## src/cst_pkg.sv

```systemverilog
// ----------------------------------------------------------------------------
// Charge timer package
// Widths, register indexes, reset values and shared types.
// ----------------------------------------------------------------------------
`default_nettype none

package cst_pkg;

    // Sample ring depth and derived widths
    localparam int MAX_SAMPLES = 16;
    localparam int IDX_W       = (MAX_SAMPLES > 1) ? $clog2(MAX_SAMPLES) : 1;
    localparam int CNT_W       = $clog2(MAX_SAMPLES + 1);

    // Field widths
    localparam int TICK_W    = 16;
    localparam int ELAPSED_W = 17;
    localparam int SUM_W     = 21;
    localparam int SCNT_W    = 5;

    // Configuration port
    localparam int CFG_IDX_W  = 2;
    localparam int CFG_DATA_W = 16;

    localparam logic [CFG_IDX_W-1:0] CFG_TIMEOUT      = 2'd0;
    localparam logic [CFG_IDX_W-1:0] CFG_DISCHARGE    = 2'd1;
    localparam logic [CFG_IDX_W-1:0] CFG_SAMPLE_COUNT = 2'd2;

    localparam logic [TICK_W-1:0] TIMEOUT_RST      = 16'd1000;
    localparam logic [TICK_W-1:0] DISCHARGE_RST    = 16'd1000;
    localparam logic [SCNT_W-1:0] SAMPLE_COUNT_RST = 5'd16;

    localparam logic [ELAPSED_W-1:0] ELAPSED_MAX = '1;

    // Measurement phase; the unused code behaves as start
    typedef enum logic [1:0] {
        PH_START     = 2'd0,
        PH_CHARGE    = 2'd1,
        PH_DISCHARGE = 2'd2
    } t_phase;

    // Ring write request from the sequencer
    typedef struct packed {
        logic                 en;
        logic [IDX_W-1:0]     idx;
        logic [ELAPSED_W-1:0] data;
    } t_ring_wr;

endpackage

`default_nettype wire

```

## src/cst_in_if.sv

```systemverilog
// ----------------------------------------------------------------------------
// Charge timer input channel
// One item per tick carrying the receive edge flag.
// ----------------------------------------------------------------------------
`default_nettype none

interface cst_in_if;
    logic valid;
    logic ready;
    logic edge_seen;

    modport source (output valid, output edge_seen, input ready);
    modport sink   (input valid, input edge_seen, output ready);
endinterface

`default_nettype wire

```

## src/cst_out_if.sv

```systemverilog
// ----------------------------------------------------------------------------
// Charge timer output channel
// One item per tick: drive level, sample and cumulative charge time.
// ----------------------------------------------------------------------------
`default_nettype none

interface cst_out_if
    import cst_pkg::*;
    ();
    logic                 valid;
    logic                 ready;
    logic                 drive_level;
    logic                 sample_valid;
    logic [ELAPSED_W-1:0] sample_ticks;
    logic [SUM_W-1:0]     charge_sum;

    modport source (output valid, output drive_level, output sample_valid,
                    output sample_ticks, output charge_sum, input ready);
    modport sink   (input valid, input drive_level, input sample_valid,
                    input sample_ticks, input charge_sum, output ready);
endinterface

`default_nettype wire

```

## src/cst_ring.sv

```systemverilog
// ----------------------------------------------------------------------------
// Charge timer sample ring
// Holds the last charge times and a prefix sum per entry, so the sum over
// any number of entries in use is one lookup plus the pending update.
// ----------------------------------------------------------------------------
`default_nettype none

module cst_ring
    import cst_pkg::*;
(
    input  logic             i_clk,
    input  logic             i_rst_n,
    input  t_ring_wr         i_wr,
    input  logic [CNT_W-1:0] i_used,
    output logic [SUM_W-1:0] o_sum
);

    logic [ELAPSED_W-1:0] r_ring   [MAX_SAMPLES];
    logic [SUM_W-1:0]     r_prefix [MAX_SAMPLES];
    logic [SUM_W-1:0]     delta;
    logic [IDX_W-1:0]     last_idx;
    logic                 in_use;

    // Change of the written entry, modulo the sum width
    assign delta    = SUM_W'(i_wr.data) - SUM_W'(r_ring[i_wr.idx]);
    assign last_idx = IDX_W'(i_used - 1'b1);
    assign in_use   = i_wr.en && (CNT_W'(i_wr.idx) < i_used);

    // Sum over the entries in use, after this tick's write
    assign o_sum = r_prefix[last_idx] + (in_use ? delta : '0);

    // Store the sample and shift every prefix sum that covers it
    always_ff @(posedge i_clk) begin
        if (!i_rst_n) begin
            for (int k = 0; k < MAX_SAMPLES; k++) begin
                r_ring[k]   <= '0;
                r_prefix[k] <= '0;
            end
        end else if (i_wr.en) begin
            r_ring[i_wr.idx] <= i_wr.data;
            for (int k = 0; k < MAX_SAMPLES; k++) begin
                if (IDX_W'(k) >= i_wr.idx) begin
                    r_prefix[k] <= r_prefix[k] + delta;
                end
            end
        end
    end

endmodule

`default_nettype wire

```

## src/cap_sense_charge_timer_core.sv

```systemverilog
// ----------------------------------------------------------------------------
// Capacitive touch charge timer
// Start / charge / discharge sequencer with a ring of charge times.
// ----------------------------------------------------------------------------
// Usage:
//   i_in carries one item per microsecond tick with the receive edge flag.
//   o_out returns exactly one item per input item: the electrode drive level
//   after the tick, a sample flag with the measured charge time, and the sum
//   of the ring entries in use.
//   Output valid rises in the cycle after input acceptance. Throughput is
//   one item per cycle while the receiver takes items: the next input item
//   is taken in the same cycle the single output register stage is emptied.
//   Registers are written through i_cfg_we / i_cfg_idx / i_cfg_data; index 0
//   is the timeout, 1 the discharge delay, 2 the sample count.
//   Reset clears the ring, the sums and the sequencer (start phase, drive
//   low) and loads the register defaults; no clearing pass is needed.
//   When the receiver stalls, the output item holds and i_in.ready drops
//   until it is taken; no item is lost.
// ----------------------------------------------------------------------------
`default_nettype none

module cap_sense_charge_timer_core
    import cst_pkg::*;
(
    input  logic                  i_clk,
    input  logic                  i_rst_n,
    input  logic                  i_cfg_we,
    input  logic [CFG_IDX_W-1:0]  i_cfg_idx,
    input  logic [CFG_DATA_W-1:0] i_cfg_data,
    cst_in_if.sink                i_in,
    cst_out_if.source             o_out
);

    // Configuration registers
    logic [TICK_W-1:0] r_timeout;
    logic [TICK_W-1:0] r_discharge;
    logic [SCNT_W-1:0] r_sample_count;

    // Sequencer state
    t_phase               r_phase, n_phase;
    logic [ELAPSED_W-1:0] r_elapsed, n_elapsed;
    logic [IDX_W-1:0]     r_widx, n_widx;
    logic                 r_drive, n_drive;

    // Output register
    logic                 r_out_valid;
    logic                 r_out_drive;
    logic                 r_out_sample_valid;
    logic [ELAPSED_W-1:0] r_out_sample_ticks;
    logic [SUM_W-1:0]     r_out_sum;

    logic                 in_fire;
    logic [CNT_W-1:0]     used;
    logic [IDX_W-1:0]     widx_eff;
    logic [CNT_W-1:0]     widx_inc;
    logic [ELAPSED_W-1:0] elapsed_inc;
    logic                 store;
    t_ring_wr             ring_wr;
    logic [SUM_W-1:0]     sum_next;

    assign i_in.ready = !r_out_valid || o_out.ready;
    assign in_fire    = i_in.valid && i_in.ready;

    // Clamp the sample count to the ring depth; a zero count acts as one
    always_comb begin
        if (r_sample_count == '0) begin
            used = CNT_W'(1);
        end else if (CNT_W'(r_sample_count) > CNT_W'(MAX_SAMPLES)) begin
            used = CNT_W'(MAX_SAMPLES);
        end else begin
            used = CNT_W'(r_sample_count);
        end
    end

    // Write pointer wraps before and after a store
    assign widx_eff    = (CNT_W'(r_widx) >= used) ? '0 : r_widx;
    assign widx_inc    = CNT_W'(widx_eff) + 1'b1;
    assign elapsed_inc = (r_elapsed == ELAPSED_MAX) ? r_elapsed : r_elapsed + 1'b1;

    // Next phase, counter and drive level
    always_comb begin
        n_phase   = r_phase;
        n_elapsed = r_elapsed;
        n_widx    = r_widx;
        n_drive   = r_drive;
        store     = 1'b0;
        unique case (r_phase)
            PH_CHARGE: begin
                if (i_in.edge_seen && (r_elapsed != '0)) begin
                    store     = 1'b1;
                    n_widx    = (widx_inc >= used) ? '0 : IDX_W'(widx_inc);
                    n_drive   = 1'b0;
                    n_elapsed = '0;
                    n_phase   = PH_DISCHARGE;
                end else if (r_elapsed > ELAPSED_W'(r_timeout)) begin
                    n_drive   = 1'b0;
                    n_elapsed = '0;
                    n_phase   = PH_DISCHARGE;
                end else begin
                    n_elapsed = elapsed_inc;
                end
            end
            PH_DISCHARGE: begin
                if (r_elapsed > ELAPSED_W'(r_discharge)) begin
                    n_phase = PH_START;
                end else begin
                    n_elapsed = elapsed_inc;
                end
            end
            default: begin
                n_drive   = 1'b1;
                n_elapsed = '0;
                n_phase   = PH_CHARGE;
            end
        endcase
    end

    assign ring_wr.en   = in_fire && store;
    assign ring_wr.idx  = widx_eff;
    assign ring_wr.data = r_elapsed;

    cst_ring u_ring (
        .i_clk   (i_clk),
        .i_rst_n (i_rst_n),
        .i_wr    (ring_wr),
        .i_used  (used),
        .o_sum   (sum_next)
    );

    // Load configuration registers
    always_ff @(posedge i_clk) begin
        if (!i_rst_n) begin
            r_timeout      <= TIMEOUT_RST;
            r_discharge    <= DISCHARGE_RST;
            r_sample_count <= SAMPLE_COUNT_RST;
        end else if (i_cfg_we) begin
            unique case (i_cfg_idx)
                CFG_TIMEOUT:      r_timeout      <= i_cfg_data;
                CFG_DISCHARGE:    r_discharge    <= i_cfg_data;
                CFG_SAMPLE_COUNT: r_sample_count <= SCNT_W'(i_cfg_data);
                default: ;
            endcase
        end
    end

    // Advance the sequencer once per accepted item
    always_ff @(posedge i_clk) begin
        if (!i_rst_n) begin
            r_phase   <= PH_START;
            r_elapsed <= '0;
            r_widx    <= '0;
            r_drive   <= 1'b0;
        end else if (in_fire) begin
            r_phase   <= n_phase;
            r_elapsed <= n_elapsed;
            r_widx    <= n_widx;
            r_drive   <= n_drive;
        end
    end

    // Hold the result item until the receiver takes it
    always_ff @(posedge i_clk) begin
        if (!i_rst_n) begin
            r_out_valid <= 1'b0;
        end else if (in_fire) begin
            r_out_valid <= 1'b1;
        end else if (o_out.ready) begin
            r_out_valid <= 1'b0;
        end
    end

    always_ff @(posedge i_clk) begin
        if (in_fire) begin
            r_out_drive        <= n_drive;
            r_out_sample_valid <= store;
            r_out_sample_ticks <= store ? r_elapsed : '0;
            r_out_sum          <= sum_next;
        end
    end

    assign o_out.valid        = r_out_valid;
    assign o_out.drive_level  = r_out_drive;
    assign o_out.sample_valid = r_out_sample_valid;
    assign o_out.sample_ticks = r_out_sample_ticks;
    assign o_out.charge_sum   = r_out_sum;

endmodule

`default_nettype wire

```

## src/flat_wrapper.sv

```systemverilog
// flat-port wrapper written by rule: the top's interface ports become plain ports
module cap_sense_charge_timer_core_flat import cst_pkg::*;
  (i_clk, i_rst_n, i_cfg_we, i_cfg_idx, i_cfg_data, i_in_valid, i_in_edge_seen, i_in_ready, o_out_valid, o_out_drive_level, o_out_sample_valid, o_out_sample_ticks, o_out_charge_sum, o_out_ready);
  cst_in_if i_in_i ();
  cst_out_if o_out_i ();
  input  logic i_clk;
  input  logic i_rst_n;
  input  logic i_cfg_we;
  input  logic [CFG_IDX_W-1:0] i_cfg_idx;
  input  logic [CFG_DATA_W-1:0] i_cfg_data;
  input wire logic [$bits(i_in_i.valid)-1:0] i_in_valid;
  input wire logic [$bits(i_in_i.edge_seen)-1:0] i_in_edge_seen;
  output wire logic [$bits(i_in_i.ready)-1:0] i_in_ready;
  output wire logic [$bits(o_out_i.valid)-1:0] o_out_valid;
  output wire logic [$bits(o_out_i.drive_level)-1:0] o_out_drive_level;
  output wire logic [$bits(o_out_i.sample_valid)-1:0] o_out_sample_valid;
  output wire logic [$bits(o_out_i.sample_ticks)-1:0] o_out_sample_ticks;
  output wire logic [$bits(o_out_i.charge_sum)-1:0] o_out_charge_sum;
  input wire logic [$bits(o_out_i.ready)-1:0] o_out_ready;
  assign i_in_i.valid = i_in_valid;
  assign i_in_i.edge_seen = i_in_edge_seen;
  assign i_in_ready = i_in_i.ready;
  assign o_out_valid = o_out_i.valid;
  assign o_out_drive_level = o_out_i.drive_level;
  assign o_out_sample_valid = o_out_i.sample_valid;
  assign o_out_sample_ticks = o_out_i.sample_ticks;
  assign o_out_charge_sum = o_out_i.charge_sum;
  assign o_out_i.ready = o_out_ready;
  cap_sense_charge_timer_core u_core (.i_clk(i_clk), .i_rst_n(i_rst_n), .i_cfg_we(i_cfg_we), .i_cfg_idx(i_cfg_idx), .i_cfg_data(i_cfg_data), .i_in(i_in_i), .o_out(o_out_i));
endmodule
```

## config.mk

```make
export PLATFORM = sky130hd
export DESIGN_NAME = cap_sense_charge_timer_core_flat
export DESIGN_NICKNAME = d
export VERILOG_FILES = /design/src/cst_pkg.sv /design/src/cst_in_if.sv /design/src/cst_out_if.sv /design/src/cst_ring.sv /design/src/cap_sense_charge_timer_core.sv /design/src/flat_wrapper.sv
export SDC_FILE = /design/constraint.sdc
export NUM_CORES = 2
export LEC_CHECK = 0
export BUFFER_PORTS_ARGS = -buffer_cell sky130_fd_sc_hd__buf_2
export CORE_UTILIZATION = 58
export DETAILED_ROUTE_END_ITERATION = 8
export GPL_ROUTABILITY_DRIVEN = 0
export PLACE_DENSITY = 0.86
export SLEW_MARGIN = 20
export SYNTH_ARGS = -nofsm -noshare
export SYNTH_HDL_FRONTEND = slang
export SYNTH_HIERARCHICAL = 1
export SYNTH_SLANG_ARGS = --single-unit
```

## constraint.sdc

```tcl
create_clock -name i_clk -period 8.76 [get_ports i_clk]
set_input_delay 2.628 -clock i_clk [delete_from_list [all_inputs] [get_ports i_clk]]
set_output_delay 2.628 -clock i_clk [all_outputs]
set_load 0.005 [all_outputs]
```

==> results.rst <==
.. list-table::
   :header-rows: 1

   * - Metric
     - Value
   * - Pin count of the biggest net entering global routing
     - 72
   * - Startpoint type of the worst setup path
     - flop
   * - Gr ovfl total
     - 0
   * - Number of CTS-inserted buffers
     - 79
   * - Die Width
     - 288 um
   * - Post-DRT Antenna Nets
     - 0
   * - Slowest stage delay, CP
     - 0.76 ns
   * - Result of the run
     - finished, violations left
   * - Vias in the first global route
     - 36000
   * - Vias
     - 37000
   * - Async set-reset flop share out of synthesis
     - 0%
   * - Number of antenna violations at the first check in global routing
     - 7
   * - Minimum period implied by the final worst setup slack
     - 8.42 ns
   * - Launch point of the worst reg-to-reg path
     - u_core/r_sample_count[2]
   * - Count leader, synth
     - edfxtp_1
   * - Count of filler cells inserted in the layout
     - 5627
   * - Global-route wire length before repair
     - 205000 um
   * - Clk pin slew, worst setup/hold paths
     - 0.07 ns
   * - Number of different library cells in the post-synthesis netlist
     - 93
   * - Kind of capture point of the worst setup path
     - flop
   * - Top cells by area, synth
     - edfxtp_1 41%, ha_1 11%, mux4_2 9.0%
   * - Number of buffers on the longest clock path
     - 3
   * - Buffer and inverter count on the worst path
     - 5
   * - Later-pin clock latency in the skew report
     - 0.69 ns
   * - Number of input and output port buffers inserted
     - 65
   * - Slowest cell on the critical path
     - xnor2_2
   * - DRC violation total after the first TritonRoute iteration
     - 4555
   * - Largest fanout on the critical path
     - 42
   * - Sequential fraction of the synthesis area
     - 43.6%
   * - Synthesized instance count
     - 4272
   * - Share of final-layout standard cells stronger than drive strength 1
     - 13.0%
   * - Area share of the largest cell type after synthesis
     - 40.9%
   * - Least-Margin Pin Slew
     - 1.21 ns
   * - Area inside the core boundary
     - 80800 sq um
   * - Routed WL
     - 134000 um
   * - Final hold viol count
     - 0
   * - Leakage Power
     - 20.6 nW
   * - Setup Slack @ Placement
     - 0.204 ns
   * - Multi-input combinational cell area
     - 26000 sq um
   * - Initial cell density of the core
     - 58.8%
   * - Number of enable flip-flop cells after synthesis
     - 648
   * - Setup crit start
     - u_core/r_sample_count[2]
   * - Number of nets in the layout
     - 4815
   * - Pwr dens
     - 192 nW/um^2
   * - Rows
     - 104
   * - Signed area change from the synthesized netlist to the final layout
     - 10.4%
   * - HPWL reported at the end of detailed placement
     - 92400 um
   * - Worst hold slack after final layout
     - 0.464 ns
   * - Remaining design rule violation count
     - 6
   * - Total number of yosys warnings
     - 6
   * - Final max-slew violation count
     - 0
   * - Category of cells accounting for the largest share of critical-path delay
     - compound AO/OA/AOI/OAI gates
   * - Setup slack after layout
     - 0.335 ns
   * - Rel. slew slack
     - 19.3%
   * - Setup Skew
     - 0.0716 ns
   * - Syn Nets
     - 4721
   * - Hold path startpoint
     - u_core/r_discharge[1]
   * - Root cell of the clock tree
     - clkbuf_16
   * - CTS H-tree lvls
     - 3
   * - Period utilisation layout
     - 96.2%
   * - Mapped cell area
     - 47500 sq um
   * - Average cell area after synthesis
     - 11.1 sq um
   * - Storage cell area
     - 20700 sq um
   * - Number of search-and-repair iterations in the first detailed-routing pass
     - 9
   * - Vert. Die Dim
     - 288 um
   * - IO Count
     - 66
   * - TritonCTS clock tree
     - yes
   * - Total instance count after detailed placement
     - 5338
   * - Max Fclk
     - 119 MHz
   * - Design Power
     - 0.0101 W
   * - Most frequent cells after synthesis
     - 648 x edfxtp_1, 439 x nor2_1, 407 x ha_1, 254 x and2_1, 242 x a21oi_1
   * - Final-report setup violation count
     - 0
   * - Peak VDD IR
     - 156 uV
   * - Final routed wire length divided by cell count
     - 24.4 um
   * - GRT Overall Usage
     - 32.1%
   * - Die Outline Area
     - 83100 sq um
   * - Path class of the lowest-slack min-delay path
     - flop to flop
   * - Number of synthesized register bits
     - 710
   * - Violations in the final reports
     - DRC
   * - Top cell type by total area after synthesis
     - edfxtp_1
   * - Worst EP arrival
     - 8.83 ns
   * - Sink Count
     - 710
   * - # Max-Cap Violations
     - 0
   * - CP Class
     - flop to flop
   * - Final Non-Filler Cells
     - 5495
   * - Required @ worst endpoint
     - 9.16 ns
   * - Dominant synthesized flop cell
     - edfxtp_1
   * - Routed vias/inst
     - 6.74
[layout by cell type, fill, tap and decap left out, drive strengths merged, types with 11 or more instances in the layout]
cell / count
nand2b: 55
o31ai: 19
nor4: 19
o211ai: 27
or2: 18
buf: 166
fa: 18
a21o: 107
and3: 105
nor2: 439
nand4: 25
xor2: 143
inv: 141
o21ai: 179
mux4: 190
a211oi: 44
xnor2: 158
clkbuf: 97
edfxtp: 648
a2111oi: 14
nand3b: 11
and2: 255
a31oi: 32
a21oi: 243
nor3b: 17
or3: 29
a21boi: 31
nor2b: 53
o21a: 42
clkinv: 38
dfxtp: 62
nand3: 64
ha: 407
o21bai: 37
o41ai: 13
nand2: 237
mux2i: 15
nor3: 106
[repair_timing]
item                       4_1_cts  5_1_grt
hold buffers                     0        0
setup endpoints to repair        0       23
gates resized for setup          0        7
buffers inserted                 0        6
[logic make-up (layout without fill, tap and decap cells)]
kind of cell	count (synthesis)	count (layout)	share of synthesized area [%]
and+or+nand+nor	1464	1464	15.6
AOI/OAI and AO/OA	873	873	12.1
DFF	710	710	43.6
adders and majority gates	425	425	11.5
xor gates and xnor gates	301	301	5.55
buffers and inverters	294	454	2.37
muxes	205	205	9.32
other	0	3	0
[through the flow]
step                      instance area, sq um  setup TNS [ns]  utilization [%]
after global routing                     52400         -0.0955             64.9
after CTS                                52300               0             64.7
after floorplan                          47500               0                -
after detailed placement                 49600               0             61.4
final                                    52400               0             64.9
after global placement                   49600               0             61.4
[layout make-up]
| type | instances | area share [%] |
|---|---|---|
| antenna | 3 | 0.0143 |
| clock buffer | 96 | 3.99 |
| clock inverter | 51 | 1.18 |
| inverter | 140 | 1.00 |
| multi-input combinational | 3268 | 49.6 |
| sequential | 710 | 39.5 |
| tap | 1060 | 2.53 |
| timing repair buffer | 167 | 2.22 |
[metal layers]
| layer | vias up | wire length, um | track usage [%] |
|---|---|---|---|
| met2 | 2469 | 60500 | 50.4 |
| li1 | 16200 | - | - |
| met1 | 17800 | 48700 | 41.3 |
| met3 | 483 | 16300 | 7.02 |
| met5 | - | 71 | 0 |
| met4 | 10 | 8350 | 17.9 |
[path summary, 6_finish.rpt]
path                                  to  slack [ns]  cells after the start
max          u_core/o_out.charge_sum[20]        0.34                     33
min                u_core/r_discharge[1]        0.46                      2
max reg2reg  u_core/o_out.charge_sum[20]        0.34                     33
min reg2reg        u_core/r_discharge[1]        0.46                      2
[report_power, final]
part           internal [W]  leakage [nW]  total [W]  switching (W)
clock network       0.00202          1.31    0.00352        0.00150
registers           0.00399          6.98    0.00416       0.000162
logic               0.00102          12.4    0.00241        0.00140
total               0.00703          20.6     0.0101        0.00306
[worst min-delay path, stage by stage, from the launching register on]
cell      delay, ns
dfxtp_1        0.31
nand2_1        0.05
a21boi_0       0.06
[registers in the layout, summed over array words and instances (netlist names)]
signal	count
u_core/r_widx	4
u_core/r_timeout	16
u_core/o_out.sample_ticks	17
u_core/o_out.valid	1
u_core/r_discharge	16
u_core/u_ring/r_ring	272
u_core/o_out.drive_level	1
u_core/r_drive	1
u_core/r_sample_count	5
u_core/o_out.charge_sum	21
u_core/r_phase	2
u_core/o_out.sample_valid	1
u_core/r_elapsed	17
u_core/u_ring/r_prefix	336
(Power assumes the default switching activity.)
